<file path="src/hw/rtl/dcd_pkg.sv">
// Package: types and constants of the delimited command deframer.
`timescale 1ns / 1ps

package dcd_pkg;

  // Default frame capacity; the store holds one byte less
  localparam int CMD_CAPACITY = 32;

  // Widest byte count over the supported capacity range (up to 128)
  localparam int CNT_MAX_W = 7;

  // Framing characters
  localparam logic [7:0] START_CHAR = 8'h40;
  localparam logic [7:0] CR_CHAR    = 8'h0D;
  localparam logic [7:0] LF_CHAR    = 8'h0A;

  // Parser phase; code 3 is unused and acts as idle
  typedef enum logic [1:0] {
    PH_IDLE = 2'd0,
    PH_BODY = 2'd1,
    PH_TERM = 2'd2
  } phase_t;

  // Playout sequencer state
  typedef enum logic [1:0] {
    BK_IDLE  = 2'd0,
    BK_FETCH = 2'd1,
    BK_SHOW  = 2'd2
  } back_state_t;

  // One completed command: buffer bank and payload length
  typedef struct packed {
    logic                 bank;
    logic [CNT_MAX_W-1:0] count;
  } cmd_desc_t;

endpackage

</file>
<file path="src/hw/rtl/dcd_ram.sv">
// Generic single-write, single-read RAM with registered read data.
`timescale 1ns / 1ps

module dcd_ram #(
  parameter int WIDTH = 8,
  parameter int DEPTH = 64
) (
  input  logic                     clk,
  input  logic                     wr_en,
  input  logic [$clog2(DEPTH)-1:0] wr_addr,
  input  logic [WIDTH-1:0]         wr_data,
  input  logic                     rd_en,
  input  logic [$clog2(DEPTH)-1:0] rd_addr,
  output logic [WIDTH-1:0]         rd_data
);

  logic [WIDTH-1:0] mem [DEPTH];

  always_ff @(posedge clk) begin
    if (wr_en) begin
      mem[wr_addr] <= wr_data;
    end
    if (rd_en) begin
      rd_data <= mem[rd_addr];
    end
  end

endmodule

</file>
<file path="src/hw/rtl/dcd_front.sv">
// Front end: frame parser that fills the payload buffer and queues commands.
`timescale 1ns / 1ps

module dcd_front #(
  parameter int CMD_CAPACITY = dcd_pkg::CMD_CAPACITY,
  localparam int SD = CMD_CAPACITY - 1,
  localparam int IW = (SD > 1) ? $clog2(SD) : 1
) (
  input  logic                clk,
  input  logic                rst,
  input  logic                s_tvalid,
  output logic                s_tready,
  input  logic [7:0]          s_tdata,   // [7:0] rx_byte
  input  logic                q_full,
  output logic                q_push,
  output dcd_pkg::cmd_desc_t  q_desc,
  output logic                wr_en,
  output logic [IW:0]         wr_addr,
  output logic [7:0]          wr_data
);

  localparam int CW = $clog2(CMD_CAPACITY);

  dcd_pkg::phase_t phase, phase_next;
  logic [CW-1:0]   cnt, cnt_next;
  logic            bank, bank_next;
  logic            accept;
  logic            is_cr;
  logic            has_room;

  assign s_tready = !q_full;
  assign accept   = s_tvalid && s_tready;
  assign is_cr    = (s_tdata == dcd_pkg::CR_CHAR);
  assign has_room = (cnt < CW'(SD));

  // Next phase
  always_comb begin
    phase_next = phase;
    unique case (phase)
      dcd_pkg::PH_BODY: begin
        if (accept) begin
          if (is_cr) begin
            phase_next = dcd_pkg::PH_TERM;
          end else if (!has_room) begin
            phase_next = dcd_pkg::PH_IDLE;
          end
        end
      end
      dcd_pkg::PH_TERM: begin
        if (accept) begin
          phase_next = dcd_pkg::PH_IDLE;
        end
      end
      default: begin
        if (accept && s_tdata == dcd_pkg::START_CHAR) begin
          phase_next = dcd_pkg::PH_BODY;
        end else begin
          phase_next = dcd_pkg::PH_IDLE;
        end
      end
    endcase
  end

  // Buffer write, command push and byte count
  always_comb begin
    wr_en    = accept && (phase == dcd_pkg::PH_BODY) && !is_cr && has_room;
    wr_addr  = {bank, cnt[IW-1:0]};
    wr_data  = s_tdata;
    q_push   = accept && (phase == dcd_pkg::PH_TERM) && (s_tdata == dcd_pkg::LF_CHAR);
    q_desc.bank  = bank;
    q_desc.count = dcd_pkg::CNT_MAX_W'(cnt);
    bank_next = bank ^ q_push;
    cnt_next  = cnt;
    if (wr_en) begin
      cnt_next = cnt + CW'(1);
    end else if (accept && !((phase == dcd_pkg::PH_BODY) && is_cr)) begin
      cnt_next = '0;
    end
  end

  always_ff @(posedge clk) begin
    if (rst) begin
      phase <= dcd_pkg::PH_IDLE;
      cnt   <= '0;
      bank  <= 1'b0;
    end else begin
      phase <= phase_next;
      cnt   <= cnt_next;
      bank  <= bank_next;
    end
  end

endmodule

</file>
<file path="src/hw/rtl/dcd_queue.sv">
// Two-entry command queue between parser and playout; head stays until popped.
`timescale 1ns / 1ps

module dcd_queue (
  input  logic               clk,
  input  logic               rst,
  input  logic               push,
  input  dcd_pkg::cmd_desc_t push_desc,
  output logic               full,
  output logic               valid,
  output dcd_pkg::cmd_desc_t head,
  input  logic               pop
);

  dcd_pkg::cmd_desc_t entry [2];
  logic               wptr, rptr;
  logic [1:0]         fill;

  assign full  = (fill == 2'd2);
  assign valid = (fill != 2'd0);
  assign head  = entry[rptr];

  // Entry storage
  always_ff @(posedge clk) begin
    if (push) begin
      entry[wptr] <= push_desc;
    end
  end

  // Pointers and fill level
  always_ff @(posedge clk) begin
    if (rst) begin
      wptr <= 1'b0;
      rptr <= 1'b0;
      fill <= 2'd0;
    end else begin
      if (push) begin
        wptr <= !wptr;
      end
      if (pop) begin
        rptr <= !rptr;
      end
      fill <= fill + {1'b0, push} - {1'b0, pop};
    end
  end

endmodule

</file>
<file path="src/hw/rtl/dcd_back.sv">
// Back end: plays a queued command out of the payload buffer onto the output stream.
`timescale 1ns / 1ps

module dcd_back #(
  parameter int CMD_CAPACITY = dcd_pkg::CMD_CAPACITY,
  localparam int SD = CMD_CAPACITY - 1,
  localparam int IW = (SD > 1) ? $clog2(SD) : 1
) (
  input  logic               clk,
  input  logic               rst,
  input  logic               q_valid,
  input  dcd_pkg::cmd_desc_t q_head,
  output logic               q_pop,
  output logic               rd_en,
  output logic [IW:0]        rd_addr,
  input  logic [7:0]         rd_data,
  output logic               m_tvalid,
  input  logic               m_tready,
  output logic [7:0]         m_tdata,   // [7:0] cmd_byte
  output logic               m_tlast,   // last_byte
  output logic               m_tuser    // empty_command
);

  localparam int CW = $clog2(CMD_CAPACITY);

  dcd_pkg::back_state_t state, state_next;
  logic [IW-1:0]        rd_idx, rd_idx_next;
  logic                 is_empty;
  logic                 last;
  logic                 accept;

  assign is_empty = (q_head.count == '0);
  assign last     = is_empty || ((CW'(rd_idx) + CW'(1)) == q_head.count[CW-1:0]);
  assign accept   = m_tvalid && m_tready;

  // Next state
  always_comb begin
    state_next = state;
    unique case (state)
      dcd_pkg::BK_IDLE: begin
        if (q_valid) begin
          state_next = is_empty ? dcd_pkg::BK_SHOW : dcd_pkg::BK_FETCH;
        end
      end
      dcd_pkg::BK_FETCH: begin
        state_next = dcd_pkg::BK_SHOW;
      end
      dcd_pkg::BK_SHOW: begin
        if (accept && last) begin
          state_next = dcd_pkg::BK_IDLE;
        end
      end
      default: begin
        state_next = dcd_pkg::BK_IDLE;
      end
    endcase
  end

  // Outputs, buffer reads and byte index
  always_comb begin
    m_tvalid = (state == dcd_pkg::BK_SHOW);
    m_tdata  = is_empty ? 8'h00 : rd_data;
    m_tlast  = last;
    m_tuser  = is_empty;
    q_pop    = accept && last;
    rd_en    = (state == dcd_pkg::BK_FETCH) ||
               ((state == dcd_pkg::BK_SHOW) && accept && !last);
    rd_addr  = {q_head.bank, (state == dcd_pkg::BK_FETCH) ? rd_idx : rd_idx + IW'(1)};
    rd_idx_next = rd_idx;
    if (state == dcd_pkg::BK_IDLE) begin
      rd_idx_next = '0;
    end else if ((state == dcd_pkg::BK_SHOW) && accept && !last) begin
      rd_idx_next = rd_idx + IW'(1);
    end
  end

  always_ff @(posedge clk) begin
    if (rst) begin
      state  <= dcd_pkg::BK_IDLE;
      rd_idx <= '0;
    end else begin
      state  <= state_next;
      rd_idx <= rd_idx_next;
    end
  end

endmodule

</file>
<file path="src/hw/rtl/delimited_command_deframer.sv">
// Delimited command deframer: "@" ... CR LF frames in, command byte runs out.
// Input: one received byte per slave-side transaction (s_tdata).
// Output: one payload byte per master-side transaction, m_tlast on the final
// byte of a command; an empty command gives a single transaction with
// m_tuser high, m_tlast high and m_tdata zero.
// Input rate is one byte per cycle while the queue is not full. After its LF is
// accepted, a command passes the queue and the fetch state (skipped when empty),
// then streams one byte per cycle while m_tready is high; idle and fetch sit between commands.
// The payload buffer has two banks, so one command can be collected while
// the previous one is played out; a two-entry queue of finished commands
// sits between parser and playout.
// When the receiver stalls, the current output transaction holds; once two
// finished commands wait, s_tready drops until the older one is delivered.
// Reset returns the parser to waiting for "@" and empties the queue; the
// buffer contents are left as they are and are never read before written.
`timescale 1ns / 1ps

module delimited_command_deframer #(
  parameter int CMD_CAPACITY = dcd_pkg::CMD_CAPACITY
) (
  input  logic       clk,
  input  logic       rst,
  input  logic       s_tvalid,
  output logic       s_tready,
  input  logic [7:0] s_tdata,   // [7:0] rx_byte
  output logic       m_tvalid,
  input  logic       m_tready,
  output logic [7:0] m_tdata,   // [7:0] cmd_byte
  output logic       m_tlast,   // last_byte
  output logic       m_tuser    // empty_command
);

  localparam int SD = CMD_CAPACITY - 1;
  localparam int IW = (SD > 1) ? $clog2(SD) : 1;

  dcd_pkg::cmd_desc_t push_desc, head;
  logic               push, pop, full, valid;
  logic               wr_en, rd_en;
  logic [IW:0]        wr_addr, rd_addr;
  logic [7:0]         wr_data, rd_data;

  dcd_front #(.CMD_CAPACITY(CMD_CAPACITY)) u_front (
    .clk      (clk),
    .rst      (rst),
    .s_tvalid (s_tvalid),
    .s_tready (s_tready),
    .s_tdata  (s_tdata),
    .q_full   (full),
    .q_push   (push),
    .q_desc   (push_desc),
    .wr_en    (wr_en),
    .wr_addr  (wr_addr),
    .wr_data  (wr_data)
  );

  dcd_queue u_queue (
    .clk       (clk),
    .rst       (rst),
    .push      (push),
    .push_desc (push_desc),
    .full      (full),
    .valid     (valid),
    .head      (head),
    .pop       (pop)
  );

  dcd_ram #(.WIDTH(8), .DEPTH(2 ** (IW + 1))) u_ram (
    .clk     (clk),
    .wr_en   (wr_en),
    .wr_addr (wr_addr),
    .wr_data (wr_data),
    .rd_en   (rd_en),
    .rd_addr (rd_addr),
    .rd_data (rd_data)
  );

  dcd_back #(.CMD_CAPACITY(CMD_CAPACITY)) u_back (
    .clk      (clk),
    .rst      (rst),
    .q_valid  (valid),
    .q_head   (head),
    .q_pop    (pop),
    .rd_en    (rd_en),
    .rd_addr  (rd_addr),
    .rd_data  (rd_data),
    .m_tvalid (m_tvalid),
    .m_tready (m_tready),
    .m_tdata  (m_tdata),
    .m_tlast  (m_tlast),
    .m_tuser  (m_tuser)
  );

endmodule

</file>
<file path="config.mk">
export PLATFORM = sky130hd
export DESIGN_NAME = delimited_command_deframer
export DESIGN_NICKNAME = d
export VERILOG_FILES = /design/src/hw/rtl/dcd_pkg.sv /design/src/hw/rtl/dcd_ram.sv /design/src/hw/rtl/dcd_front.sv /design/src/hw/rtl/dcd_queue.sv /design/src/hw/rtl/dcd_back.sv /design/src/hw/rtl/delimited_command_deframer.sv
export SDC_FILE = /design/constraint.sdc
export NUM_CORES = 1
export LEC_CHECK = 0
export BUFFER_PORTS_ARGS = -buffer_cell sky130_fd_sc_hd__buf_2
export CAP_MARGIN = 20
export CORE_MARGIN = 5
export CORE_UTILIZATION = 59
export CTS_BUF_LIST = sky130_fd_sc_hd__clkbuf_2 sky130_fd_sc_hd__clkbuf_4 sky130_fd_sc_hd__clkbuf_8
export DETAILED_ROUTE_END_ITERATION = 7
export PLACE_DENSITY = 0.79
export SYNTH_ARGS = -nofsm -noshare
export SYNTH_HDL_FRONTEND = slang
export SYNTH_SLANG_ARGS = --single-unit
</file>
<file path="constraint.sdc">
create_clock -name clk -period 2.5 [get_ports clk]
set_input_delay 0.25 -clock clk [delete_from_list [all_inputs] [get_ports clk]]
set_output_delay 0.25 -clock clk [all_outputs]
set_load 0.1 [all_outputs]
</file>
; Word-level counts from Yosys, hierarchy flattened
; Memory sizes are Yosys's and may differ from the RTL's. A register that Yosys moved wholly into a read port is not among the register bits.
; Index checks and enable logic that the tools add are counted.
[totals]
mem_bits_ro = 0
output_inout_bits = 12
input_bits = 12
register_bits = 19
latch_bits = 0
word_cells = 78
memories = 2
ram_bits = 524
[mem_list]
columns = memory, depth, word_bits, rd, rd_ports_with_merged_regs, wr, line_no
row1 = u_ram.mem, 64, 8, 1, 1, 1, dcd_ram.sv:17  ; logic [WIDTH-1:0] mem [DEPTH];
row2 = u_queue.entry, 2, 6, 1, 1, 1, dcd_queue.sv:15  ; dcd_pkg::cmd_desc_t entry [2];
[op_classes]
n_addsub = 4
bitwise = 1
shifts = 0
reduce_logical = 28
mul = 0
magnitude_cmp = 1
n_eq_ne = 14
div_mod_pow = 0
mux = 20
[op_table]
columns = operator, count
row1 = "8-bit by 4-bit == test with 1-bit output, second input constant", 2
row2 = 5-bit two-way mux, 3
row3 = 2-bit two-way mux, 7
row4 = 1-bit logical AND, 13
row5 = "5-bit by 1-bit adder with 5-bit output, second input constant", 2
row6 = "8-bit by 7-bit == test with 1-bit output, second input constant", 1
row7 = 8-bit two-way mux, 1
row8 = 7-bit logical NOT, 1
row9 = 1-bit two-way mux, 7
row10 = "2-bit == test, second input constant", 3
row11 = 1-bit logical NOT, 6
row12 = "2-bit by 1-bit != test with 1-bit output, second input constant", 3
row13 = 2-bit one-hot mux with 3 select lines, 1
row14 = 5-bit == test, 1
row15 = "5-bit less-than comparator, second input constant", 1
row16 = "2-bit by 1-bit == test with 1-bit output, second input constant", 2
row17 = 2-bit one-hot mux with 2 select lines, 1
row18 = 2-bit nonzero test, 2
row19 = "3-bit by 2-bit != test with 1-bit output, second input constant", 1
row20 = 3-bit AND reduction, 1
row21 = 2-bit by 1-bit adder with 2-bit output, 1
row22 = 2-bit logical NOT, 1
row23 = 1-bit logical OR, 2
row24 = "2-bit != test, second input constant", 1
row25 = other kinds (4), 4

; Longest topological paths before layout
[logic_depth]
ltp_word = 8
mapped_depth = 13
ltp_nobuf = 12

; Cells and area by module
; A second synthesis with hierarchy kept.
[unflattened]
cells_unflattened = 1148
hier_area_um2 = 22411.5
[by_module_without_submodules]
columns = mod, area_each_um2, cells_per_inst, seq_area_each_um2, n_inst
row1 = dcd_ram, 20246.9, 940, 15615.0, 1
row2 = dcd_queue, 794.5, 46, 580.6, 1
row3 = dcd_front, 755.7, 85, 160.2, 1
row4 = dcd_back, 614.3, 77, 140.1, 1

; Least setup slack after synthesis
; Ideal clock, no wire load.
[synth_path]
kind = flip-flop to flip-flop
start = reg u_back.state[1]
end = reg u_queue.fill[1]
stages_incl_launch_ff = 10
path_buffers = 0
slack_ns = -0.636
setup_time_ns = 0.128
arrival_time_ns = 3.009
cell_sequence = dfxtp_1 nor2b_1 nand2_1 nor2_1 ha_1 inv_1 ha_1 xor2_1 xnor2_1 nor2_1
[synth_via]
elab_chain_len = 4
[synth_rtl]
columns = element, line_no
row1 = from (decl), dcd_back.sv:26  ; dcd_pkg::back_state_t state, state_next;
row2 = from (signal assigned), dcd_back.sv:79  ; state <= dcd_pkg::BK_IDLE;
row3 = from (signal assigned), dcd_back.sv:82  ; state <= state_next;
row4 = 2-bit == test, dcd_back.sv:61  ; m_tvalid = (state == dcd_pkg::BK_SHOW);
row5 = net m_tvalid, delimited_command_deframer.sv:26  ; output logic m_tvalid,
row6 = 1-bit logical AND, dcd_back.sv:34  ; assign accept = m_tvalid && m_tready;
row7 = 1-bit logical AND, dcd_back.sv:65  ; q_pop = accept && last;
row8 = net pop, delimited_command_deframer.sv:37  ; logic push, pop, full, valid;
row9 = 2-bit by 1-bit subtractor with 2-bit output, dcd_queue.sv:43  ; fill <= fill + {1'b0, push} - {1'b0, pop};
row10 = to (signal assigned), dcd_queue.sv:43
row11 = to (decl), dcd_queue.sv:17  ; logic [1:0] fill;
; The timed path passes the listed nets, and every way through them passes these cells.
; A chain may end at the register's enable or synchronous reset.

; Worst setup path after layout
[layout_path]
start = reg u_back.rd_idx[2]
end = out m_tlast
[layout_via]
elab_chain_len = 3
[layout_rtl]
columns = element, line_no
row1 = from (decl), dcd_back.sv:27  ; logic [IW-1:0] rd_idx, rd_idx_next;
row2 = from (signal assigned), dcd_back.sv:83  ; rd_idx <= rd_idx_next;
row3 = 5-bit by 1-bit adder with 5-bit output, dcd_back.sv:33  ; assign last = is_empty || ((CW'(rd_idx) + CW'(1)) == q_head.count[CW-1:0]);
row4 = 5-bit == test, dcd_back.sv:33
row5 = 1-bit logical OR, dcd_back.sv:33
row6 = to (decl), delimited_command_deframer.sv:29  ; output logic m_tlast,
; No other way between the ends.

==> flow_summary.yaml <==
logic_synthesis:
  synth-compound-area-share_pct: 5.88
  syn_area_um2: 24700
  synth_most_common_cell: "edfxtp_1"
  ys_warn_count: 0
  synth_area_leaders: "edfxtp_1, mux2i_1, mux4_2"
  yosysUniqueCellTypes: 71
  synth-xor-area-share_pct: 0.958
  ys_ff_latch: 552
  seq_area_frac_synth_pct: 66.4
  synth_top_family_by_area: "multiplexers"
  ys.flop_type: "edfxtp_1"
  synth_commonest_cells: "edfxtp_1, mux2i_1, nand2_1"
  yosysTopAreaCell: "edfxtp_1"
  yosys.area_share.simple_pct: 8.29
  synth_edf_count: 532
  async_flop_share_pct: 0
  synthCells: 1608
  synth_top_area_share_pct: 64.7
  postSynthAreaPerCell_um2: 15.3
  synth-adder-area-share_pct: 0.304
  synth_mux_area_share_pct: 15.7
worst_hold_path:
  holdPathStages: 2
  min_path_type: "in2reg"
  hp-start: "s_tdata[5]"
  hold_path_end: "u_ram.mem[13][5]"
place:
  hpwl_um: 41500
  placedCellCount: 2262
  gp_congestion: 0.935
  io_buffers: 23
detailed_routing:
  drt_first_pass_iters: 6
  wire_per_inst_um: 27.7
  drc: 0
  viasPerCell: 6.69
  antenna_left: 0
  drt_wl_total_um: 68300
  drtIter0Drc: 2515
  num_vias: 16481
status:
  status: "complete, but fails checks"
  violations: "setup timing"
setup_path:
  arrival_ps: 2410
  r2r_end: "u_ram.rd_data[7]"
  cp-start-kind: "register"
  cp_data_required_time_ps: 2250
  endpoint_kind: "primary output"
  reg2reg_setup_slack_ps: -100
  cp_max_fo: 6
  r2r-start: "u_back.rd_idx[0]"
  path_class: "reg2out"
  r2r_cells: 10
floorplan:
  initial_core_util_pct: 59.2
  std_cell_rows: 75
  core_area_um2: 41700
  die_area_um2: 46000
  pin_count: 24
  die_h_um: 214
  die_x_um: 214
clocking:
  h-tree-depth: 3
  cts_buffers: 87
  clk_pin_slew_ps: 60
  root_buffer: "clkbuf_8"
  tritoncts: "built"
  clock-sinks: 552
  clk_latency_ps: 650
  cts.path.max_buffers: 3
global_routing:
  grt_max_degree: 68
  grt_pass1_vias: 16356
  antenna_found_initial: 2
  grt_overflow: 0
  grt_first_pass_wirelength_um: 101000
  grtUsageTotal_pct: 28.7
power:
  peakVddDrop_mv: 0.566
  leakage_nw: 9.61
  pwr_density_cell_nw_per_um2: 590
finish:
  drive_above_1_share_pct: 35.0
  instances_no_fill: 2464
  area_delta_synth_final_pct: 22.4
  num-fill-cells: 2366
  num-nets-final: 1875
  final_core_util_pct: 72.5
timing:
  skew_ps: 34.1
  hold_violations: 0
  period_share_pct: 106
  setup_viol: 24
  max-slew-margin-rel_pct: 39.1
  setup_ws_ps: -155
  tightest_slew_ps: 913
  maxSlewViolCount: 0
  finalCriticalPeriod_ps: 2660
  hold_slack_ps: 159
  fmax_mhz: 377
  rsz0062_at_grt: "true"
flow_run:
  cap_violations: 0
==> state kept, by name, summed over array words and instances (netlist names), named ones only <==
register / cells
u_ram.mem: 512
u_queue.entry: 12
u_ram.rd_data: 8
u_back.rd_idx: 5
u_front.cnt: 5
u_back.state: 2
u_front.phase: 2
u_queue.fill: 2
u_front.bank: 1
u_queue.rptr: 1
u_queue.wptr: 1
==> cell families (layout without fill, tap and decap cells) <==
kind of cell	count (synthesis)	in the layout
xor gates and xnor gates	24	24
other	1	17
muxes	288	288
buffers and inverters	109	410
adders and majority gates	6	6
DFF	552	552
AOI/OAI and AO/OA	194	194
and+or+nand+nor	434	434
==> repair_timing <==
action	in CTS	in global routing
hold buffers	4	0
gates resized for setup	159	108
buffers inserted	22	11
endpoints found under the hold margin	11	0
gates cloned	6	2
setup endpoints to repair	299	448
pin swaps	22	27
==> worst max-delay path by stage <==
stage,from,end,slack (ps),cells past startpoint
after floorplan,register,u_queue.fill[1],-230,12
final,u_back.rd_idx[2],m_tlast,-160,9
after global placement,u_back.rd_idx[0],u_ram.rd_data[7],-290,8
after global routing,u_back.rd_idx[1],m_tlast,-230,9
after CTS,u_back.rd_idx[1],m_tlast,-180,9
after detailed placement,u_back.rd_idx[0],u_ram.rd_data[3],-340,10
==> worst max-delay path: stages (launching register included) <==
cell and delay (ps):
dfxtp_2 440, buf_4 190, xnor2_4 80, buf_6 130, xor2_2 180, nor3_4 250
a31oi_4 140, buf_6 150, inv_4 50, buf_12 160
==> layer usage <==
metal	up-vias	track usage, %	wire [um]
met5	-	0	0
met2	1233	46.8	32800
li1	6863	-	-
met4	0	12.5	3420
met1	8166	37.7	24200
met3	219	6.37	7920
==> where the power goes <==
part / internal, W / total [W] / switching, W
registers: 0.0101 / 0.0102 / 0.00000895
logic: 0.0000265 / 0.000219 / 0.000193
clock network: 0.00393 / 0.00744 / 0.00351
==> layout by cell type (no fill, tap or decap), types with 27 or more instances in the layout <==
| master | synthesis | final |
|---|---|---|
| nand4_1 | 27 | 27 |
| mux2i_1 | 179 | 173 |
| nand2_1 | 140 | 136 |
| mux2_2 | 33 | 32 |
| clkbuf_8 | 0 | 93 |
| nor2_1 | 110 | 51 |
| nand3_1 | 47 | 41 |
| edfxtp_1 | 532 | 532 |
| buf_4 | 19 | 152 |
| nor2b_1 | 33 | 29 |
| nor2_2 | 0 | 51 |
| mux4_2 | 76 | 76 |
| buf_12 | 1 | 39 |
| a211oi_1 | 39 | 31 |
==> area by class of cell <==
type                            count  area (um2)  area share, %
Timing Repair Buffer              243        2690           8.91
Clock buffer                      119        1480           4.89
Sequential cell                   552       16400           54.3
Antenna cell                        1        2.50        0.00829
Inverter                           11        50.0          0.166
Multi-Input combinational cell    962        8700           28.8
Tap cell                          539         674           2.23
Clock inverter                     37         205          0.680
==> per-stage QoR <==
| stage | setup slack [ps] | instance area [um2] | setup TNS [ps] | power [W] |
|---|---|---|---|---|
| after global placement | -292 | 26800 | -60660 | 0.0106 |
| after CTS | -176 | 29600 | -1110 | 0.0178 |
| after floorplan | -230 | 24800 | -315 | 0.0104 |
| final | -155 | 30200 | -1560 | 0.0178 |
| after detailed placement | -344 | 26800 | -87250 | 0.0106 |
| after global routing | -226 | 30200 | -2970 | 0.0183 |
Power figures use the tool's default switching activity.
